==> config.mk <==
export PLATFORM = sky130hd
export DESIGN_NAME = sorted_priority_queue
export DESIGN_NICKNAME = d
export VERILOG_FILES = /design/src/hw/rtl/spq_pkg.sv /design/src/hw/rtl/sorted_priority_queue.sv /design/src/hw/rtl/spq_cell.sv
export SDC_FILE = /design/constraint.sdc
export NUM_CORES = 2
export LEC_CHECK = 0
export BUFFER_PORTS_ARGS = -buffer_cell sky130_fd_sc_hd__buf_2
export CAP_MARGIN = 15
export CORE_ASPECT_RATIO = 1.25
export CORE_MARGIN = 5
export CORE_UTILIZATION = 60
export CTS_CLUSTER_SIZE = 16
export DETAILED_ROUTE_END_ITERATION = 16
export HOLD_SLACK_MARGIN = 0.03
export PLACE_DENSITY_LB_ADDON = 0.15
export SLEW_MARGIN = 10
export SYNTH_ARGS = -nofsm -noshare
export SYNTH_HDL_FRONTEND = slang
export SYNTH_HIERARCHICAL = 1
export SYNTH_SLANG_ARGS = --single-unit
==> constraint.sdc <==
create_clock -name clk -period 6.58 [get_ports clk]
set_clock_uncertainty 0.15 [all_clocks]
set_input_delay 0.987 -clock clk [delete_from_list [all_inputs] [get_ports clk]]
set_output_delay 0.987 -clock clk [all_outputs]
set_load 0.01 [all_outputs]
==> src/hw/rtl/spq_pkg.sv <==
package spq_pkg;

  localparam int DEPTH_DEFAULT = 16;
  localparam int VALUE_W       = 32;
  localparam int PRIO_W        = 8;
  localparam int OCC_W         = 5;

  localparam logic MODE_INSERT = 1'b0;
  localparam logic MODE_REMOVE = 1'b1;

  typedef enum logic [1:0] {
    ST_OK    = 2'd0,
    ST_FULL  = 2'd1,
    ST_EMPTY = 2'd2
  } status_t;

  typedef struct packed {
    logic ins;
    logic rem;
  } cell_ctrl_t;

endpackage

==> src/hw/rtl/sorted_priority_queue.sv <==
// Sorted priority queue, highest priority at the head.
// Input channel (in_valid / in_stall): mode selects insert or remove; an insert
// carries item_value and item_priority. A new entry goes behind every stored
// entry of equal or higher priority, so equal priorities leave in arrival order.
// Output channel (out_valid / out_stall): one result beat per input beat with
// status (ok, full, empty), the removed head_value / head_priority (zero unless
// a remove succeeds) and occupancy after the operation.
// Storage is a row of DEPTH cells; on insert every cell compares the new
// priority with its own and either holds, takes its left neighbor or takes the
// new entry; on remove every cell takes its right neighbor.
// The result is registered and appears in the cycle after the input beat is accepted.
// Throughput: one item per cycle while the receiver does not stall the output.
// Reset clears the entry count and out_valid; the queue is empty.
// While the receiver stalls with a result pending, in_stall is high and the
// result holds; a new beat is taken in the cycle the pending result leaves.
module sorted_priority_queue #(
  parameter int DEPTH = spq_pkg::DEPTH_DEFAULT
) (
  input  logic                                 clk,
  input  logic                                 rst,
  input  logic                                 in_valid,
  output logic                                 in_stall,
  input  logic                                 mode,
  input  logic signed [spq_pkg::VALUE_W-1:0]   item_value,
  input  logic        [spq_pkg::PRIO_W-1:0]    item_priority,
  output logic                                 out_valid,
  input  logic                                 out_stall,
  output logic        [1:0]                    status,
  output logic signed [spq_pkg::VALUE_W-1:0]   head_value,
  output logic        [spq_pkg::PRIO_W-1:0]    head_priority,
  output logic        [spq_pkg::OCC_W-1:0]     occupancy
);

  localparam int CW = $clog2(DEPTH + 1);

  logic [CW-1:0] count;
  logic [CW-1:0] count_next;
  logic          accept;
  logic          full;
  logic          empty;
  spq_pkg::cell_ctrl_t ctrl;
  spq_pkg::status_t    status_next;

  logic signed [spq_pkg::VALUE_W-1:0] cell_value [DEPTH];
  logic        [spq_pkg::PRIO_W-1:0]  cell_prio  [DEPTH];
  logic                               cell_gt    [DEPTH];

  assign in_stall = out_valid && out_stall;
  assign accept   = in_valid && !in_stall;
  assign full     = (count == CW'(DEPTH));
  assign empty    = (count == '0);

  always_comb begin
    ctrl.ins    = 1'b0;
    ctrl.rem    = 1'b0;
    count_next  = count;
    status_next = spq_pkg::ST_OK;
    if (mode == spq_pkg::MODE_INSERT) begin
      if (full) begin
        status_next = spq_pkg::ST_FULL;
      end else begin
        ctrl.ins   = accept;
        count_next = count + CW'(1);
      end
    end else begin
      if (empty) begin
        status_next = spq_pkg::ST_EMPTY;
      end else begin
        ctrl.rem   = accept;
        count_next = count - CW'(1);
      end
    end
  end

  for (genvar i = 0; i < DEPTH; i++) begin : g_cell
    logic                               prev_gt;
    logic signed [spq_pkg::VALUE_W-1:0] prev_value;
    logic        [spq_pkg::PRIO_W-1:0]  prev_prio;
    logic signed [spq_pkg::VALUE_W-1:0] next_value;
    logic        [spq_pkg::PRIO_W-1:0]  next_prio;

    if (i == 0) begin : g_first
      assign prev_gt    = 1'b0;
      assign prev_value = cell_value[0];
      assign prev_prio  = cell_prio[0];
    end else begin : g_mid
      assign prev_gt    = cell_gt[i-1];
      assign prev_value = cell_value[i-1];
      assign prev_prio  = cell_prio[i-1];
    end

    if (i == DEPTH - 1) begin : g_last
      assign next_value = cell_value[i];
      assign next_prio  = cell_prio[i];
    end else begin : g_inner
      assign next_value = cell_value[i+1];
      assign next_prio  = cell_prio[i+1];
    end

    spq_cell u_cell (
      .clk        (clk),
      .ctrl       (ctrl),
      .occupied   (CW'(i) < count),
      .tail       (CW'(i) == count),
      .new_value  (item_value),
      .new_prio   (item_priority),
      .prev_gt    (prev_gt),
      .prev_value (prev_value),
      .prev_prio  (prev_prio),
      .next_value (next_value),
      .next_prio  (next_prio),
      .gt         (cell_gt[i]),
      .value      (cell_value[i]),
      .prio       (cell_prio[i])
    );
  end

  always_ff @(posedge clk) begin
    if (rst) begin
      count     <= '0;
      out_valid <= 1'b0;
    end else begin
      if (accept) begin
        count <= count_next;
      end
      if (accept) begin
        out_valid <= 1'b1;
      end else if (!out_stall) begin
        out_valid <= 1'b0;
      end
    end
  end

  always_ff @(posedge clk) begin
    if (accept) begin
      status    <= status_next;
      occupancy <= spq_pkg::OCC_W'(count_next);
      if (ctrl.rem) begin
        head_value    <= cell_value[0];
        head_priority <= cell_prio[0];
      end else begin
        head_value    <= '0;
        head_priority <= '0;
      end
    end
  end

  a_count_bound: assert property (@(posedge clk) disable iff (rst)
    count <= CW'(DEPTH))
    else $error("entry count above depth");

  a_full_holds: assert property (@(posedge clk) disable iff (rst)
    accept && mode == spq_pkg::MODE_INSERT && full |=> $stable(count))
    else $error("rejected insert changed the entry count");

  a_head_sorted: assert property (@(posedge clk) disable iff (rst)
    count >= CW'(2) |-> cell_prio[0] >= cell_prio[1])
    else $error("head priority below second entry");

endmodule

==> src/hw/rtl/spq_cell.sv <==
module spq_cell (
  input  logic                                   clk,
  input  spq_pkg::cell_ctrl_t                    ctrl,
  input  logic                                   occupied,
  input  logic                                   tail,
  input  logic signed [spq_pkg::VALUE_W-1:0]     new_value,
  input  logic        [spq_pkg::PRIO_W-1:0]      new_prio,
  input  logic                                   prev_gt,
  input  logic signed [spq_pkg::VALUE_W-1:0]     prev_value,
  input  logic        [spq_pkg::PRIO_W-1:0]      prev_prio,
  input  logic signed [spq_pkg::VALUE_W-1:0]     next_value,
  input  logic        [spq_pkg::PRIO_W-1:0]      next_prio,
  output logic                                   gt,
  output logic signed [spq_pkg::VALUE_W-1:0]     value,
  output logic        [spq_pkg::PRIO_W-1:0]      prio
);

  logic signed [spq_pkg::VALUE_W-1:0] value_next;
  logic        [spq_pkg::PRIO_W-1:0]  prio_next;

  assign gt = occupied && (new_prio > prio);

  always_comb begin
    value_next = value;
    prio_next  = prio;
    if (ctrl.ins) begin
      if (prev_gt) begin
        value_next = prev_value;
        prio_next  = prev_prio;
      end else if (gt || tail) begin
        value_next = new_value;
        prio_next  = new_prio;
      end
    end else if (ctrl.rem) begin
      value_next = next_value;
      prio_next  = next_prio;
    end
  end

  always_ff @(posedge clk) begin
    value <= value_next;
    prio  <= prio_next;
  end

endmodule

### After elaboration in Yosys (flattened, before gate mapping)

Index checks and enable logic that the tools add are counted.

* word-level logic and storage cells: 292
* input bits: 45
* ROM bits: 0
* output and inout bits: 49
* latch bits: 0
* memories kept: 0
* RAM bits: 0
* flip-flop bits (word level): 693

* $mul: 0
* mux-type cells: 134
* shifts and indexed selects: 0
* add/subtract/negate cells: 2
* bitwise gates (word level): 0
* order comparisons: 32
* divide/modulo/power cells: 0
* eq/ne operators: 32
* reductions and logical operators: 54

Operators by type and width (number)
* 2-to-1 mux 32 bit: 61
* 2-to-1 mux 8 bit: 61
* > comparator 8 bit: 16
* != test 3 x 1 -> 1 bit, second input constant: 14
* equality test 4 x 5 -> 1 bit, first input constant: 8
* < comparator 4 x 5 -> 1 bit, first input constant: 8
* AND reduction 2 bit: 16
* equality test 3 x 5 -> 1 bit, first input constant: 4
* < comparator 3 x 5 -> 1 bit, first input constant: 4
* logical AND 1 bit: 18
* logical OR 1 bit: 16
* 2-to-1 mux 5 bit: 3
* equality test 2 x 5 -> 1 bit, first input constant: 2
* < comparator 1 x 5 -> 1 bit, first input constant: 2
* < comparator 2 x 5 -> 1 bit, first input constant: 2
* 2-to-1 mux 1 bit: 7
* adder 5 x 1 -> 5 bit, second input constant: 1
* equality test 1 x 5 -> 1 bit, first input constant: 1
* equality test 5 bit, second input constant: 1
* zero test 5 bit: 1
* subtractor 5 x 1 -> 5 bit, second input constant: 1
* 2-to-1 mux 2 bit: 2
* != test 2 x 1 -> 1 bit, second input constant: 2
* nonzero test 2 bit: 2
* zero test 1 bit: 1

### Longest topological paths before layout

* word-level depth: 7
* gate-level depth with buffers: 11
* depth with buffers taken out: 9

### Cells and area by module

Netlist, hierarchy kept.

Modules (own cells, without submodules)
* spq_cell at g_cell[0].u_cell ...: area an instance 2306.0 µm², instances 9, cells an instance 208, sequential area each 1201.2 µm²
* spq_cell at g_cell[3].u_cell ...: area an instance 2298.5 µm², instances 7, cells an instance 208, sequential area each 1201.2 µm²
* sorted_priority_queue: area an instance 2518.7 µm², instances 1, cells an instance 211, sequential area each 1531.5 µm²

### Worst setup path before layout

Ideal clock, no wire load.

* path kind: input port to flip-flop
* start: in in_valid
* end: reg g_cell[9].u_cell/prio[0] (netlist bit), enable pin
* stages: 7
* data arrival time: 4.923 ns
* slack: 1.059 ns
* setup time: 0.448 ns
* path buffers: 1
* required time: 5.982 ns
* path through: a21bo_2 -> inv_1 -> and3_4 -> buf_6 -> nor2_1 -> a21oi_1 -> a21boi_1

RTL lines
* from (decl): line sorted_priority_queue.sv:21 `input logic in_valid,`
* to (signal assigned): line spq_cell.sv:42 `prio <= prio_next;`
* to (decl): line spq_cell.sv:15 `output logic [spq_pkg::PRIO_W-1:0] prio`

==> impl.org <==
** Outcome
- Result of the run :: finished, final reports clean

** Floorplan
- Die outline width :: 239 µm
- Placeable core area :: 65300 µm²
- I/O pin count :: 94
- Initial core utilization :: 60.3%
- The floorplan step defined a die boundary enclosing 70800 µm².
- The initialized floorplan defines 105 standard-cell rows.
- Die Ht :: 296 µm

** Routing
- Total length of routed met3 wires :: 4830 µm
- In the final routed layout, each cell accounts on average for 19.4 µm.
- The detail route stage leaves a number of antenna-violating nets equal to 0.
- Highest signal layer in the routed design :: met5
- Routed length on met1 :: 40000 µm
- Number of design-rule violations left by the first detailed-router iteration :: 2121
- After detailed routing, the number of vias per cell comes to 5.88.
- In the detailed route, the total length drawn on met2 is 38300 µm.
- The pre-antenna-repair detailed-routing pass consisted of 6 iterations.
- Detailed-route wire length :: 86000 µm
- After detailed routing, the number of remaining DRC violations is 0.
- The routed layout has 26000 vias.

** Yosys
- The synthesized netlist occupies a cell area of 39400 µm².
- For this run, the number of Yosys warnings is 6.
- Post-synthesis area per instance :: 11.1 µm²
- Synthesized net count :: 3716
- Post-synthesis cell count :: 3538

** Timing
- In this run the tightest slew margin relative to its limit is 20.2%.
- Unrepaired setup endpoints after global routing :: no
- Share of the clock period used by the worst path :: 75.0%
- Max Clock Freq :: 203 MHz
- The clock period could shrink to 4.94 ns.
- The tightest hold path in the finished design has a slack of 0.435 ns.
- Transition time at the pin with the least slew margin :: 1.20 ns
- Final hold violations :: 0
- Setup violations remaining at the end of the flow were counted as 0.
- Number of slew-limit violations in the final report :: 0
- After routing, the total negative slack on setup checks comes to 0 ns.

** Hold path
- Worst hold path type :: flip-flop to flip-flop
- Worst hold stages :: 1

** GRT
- The number of global-route vias before repair was 25500.
- Overall overflow remaining after global route :: 0
- Entering global routing, the biggest net connects 300 pins.
- Wire length of the first global-routing pass :: 138000 µm
- Global routing used 23.6% of the available tracks across all layers.
- Number of antenna violations at the first check in global routing :: 7

** Clock tree
- Post-CTS repair changed the size of 0 cells.
- Clock transition at the register clock pins on the worst setup and hold paths after CTS :: 0.06 ns
- In this run, post-CTS hold repair placed 0 buffers.
- The clock passes through at most 3 buffers.
- TritonCTS created 71 clock buffers.
- Number of H-tree levels :: 3
- The number of setup buffers added after CTS is 0.
- The tree built by TritonCTS fans out to 693 sinks.
- Skew-Pair Late Insertion Delay :: 0.62 ns
- CTS tree :: built
- The root buffer cell chosen for the clock tree is clkbuf_16.

** Pwr
- In this run the static leakage power is 14.7 nW.
- Dividing total power by cell area gives a power density of 286 nW/µm².
- Maximum ir drop on the vdd rail :: 0.174 mV

** Critical path
- Data arrival time of the critical path :: 5.23 ns
- For the worst setup path, the data required time is 6.88 ns.
- The number of cells on the worst reg-to-reg path is 8.
- By startpoint and endpoint, the worst setup path is classified as flip-flop to flip-flop.
- Max FO, Critical Path :: 299
- Critical Path Sink Type :: flip-flop
- The worst setup path is launched from a flip-flop.

** Place
- Buffers placed on the I/O ports in this run total 93.
- Once placement finished, the instance area stood at 39800 µm².
- Routability congestion estimate from global placement :: 0.951
- Detailed-placement wirelength estimate :: 60800 µm

** Final layout
- After routing the design area is 42000 µm².
- Area growth syn-to-layout :: 6.79%
- Ratio of cells with drive above 1 in the final layout :: 8.43%
- Number of nets in the finished design :: 3693
- Util after Layout :: 64.4%

** Run
- The tool flagged a number of max-cap violations equal to 0.
## layer usage
layer  GRT usage, %  vias to the layer above
met5              0                        -
met4           8.55                        4
met3           3.04                      170
met2           36.5                      748
met1           34.6                    12200
li1               -                    12900
## worst max-delay path, cell delays in order, from the launching register on
cell and delay (ns):
dfxtp_1 0.71, inv_1 0.25, ha_1 0.36, nor4bb_1 0.23, nor3_2 0.83, buf_12 0.69, buf_12 0.76, nor2_1 0.16
a21oi_1 0.19
## stage by stage
step | instances | worst slack, ns | power [mW]
floorplan | 3538 | 1.06 | 7.67
global placement | 4298 | 1.66 | 8.12
detailed placement | 4298 | 1.51 | 8.25
CTS | 4426 | 1.88 | 12.1
global route | 4431 | 1.47 | 12.6
finish | 4431 | 1.64 | 12.0
## state kept, by name, summed over array words and instances (netlist names)
name and cells:
g_cell.u_cell/value 512, out_valid 1, head_value 32, g_cell.u_cell/prio 128
occupancy 5, head_priority 8, count 5, status 2
## power by group
group / switching [mW] / internal [mW] / total [mW]
logic: 1.43 / 0.820 / 2.25
registers: 0.320 / 5.60 / 5.92
clock network: 1.70 / 2.16 / 3.86
total: 3.45 / 8.59 / 12.0
## cell type report
| class | instances | area, µm² |
|---|---|---|
| Timing Repair Buffer | 142 | 883 |
| Antenna cell | 5 | 12.5 |
| Inverter | 151 | 567 |
| Multi-Input combinational cell | 2456 | 16500 |
| Clock inverter | 42 | 330 |
| Fill cell | 5078 | 23300 |
| Tap cell | 856 | 1070 |
| Clock buffer | 86 | 1880 |
| Sequential cell | 693 | 20700 |
## layout by cell type, fill, tap and decap left out, drive strengths merged, types with 32 or more instances in the layout
cell type  instances
nand4             32
clkbuf            86
mux2i            640
and2              60
nor2             683
buf              142
inv              154
ha               133
a21oi            727
clkinv            34
edfxtp           687
## path summary, 6_finish.rpt
kind                            slack (ns)                                  from                                    to
worst min register to register        0.44  g_cell[0].u_cell/value[24]$_DFFE_PP_          head_value[24]$_SDFFCE_PN0P_
worst max-delay path                  1.64                 count[1]$_SDFFE_PP0P_  g_cell[9].u_cell/value[10]$_DFFE_PP_
worst min-delay path                  0.44  g_cell[0].u_cell/value[24]$_DFFE_PP_          head_value[24]$_SDFFCE_PN0P_
worst max register to register        1.64                 count[1]$_SDFFE_PP0P_  g_cell[9].u_cell/value[10]$_DFFE_PP_
Power figures use the tool's default switching activity.
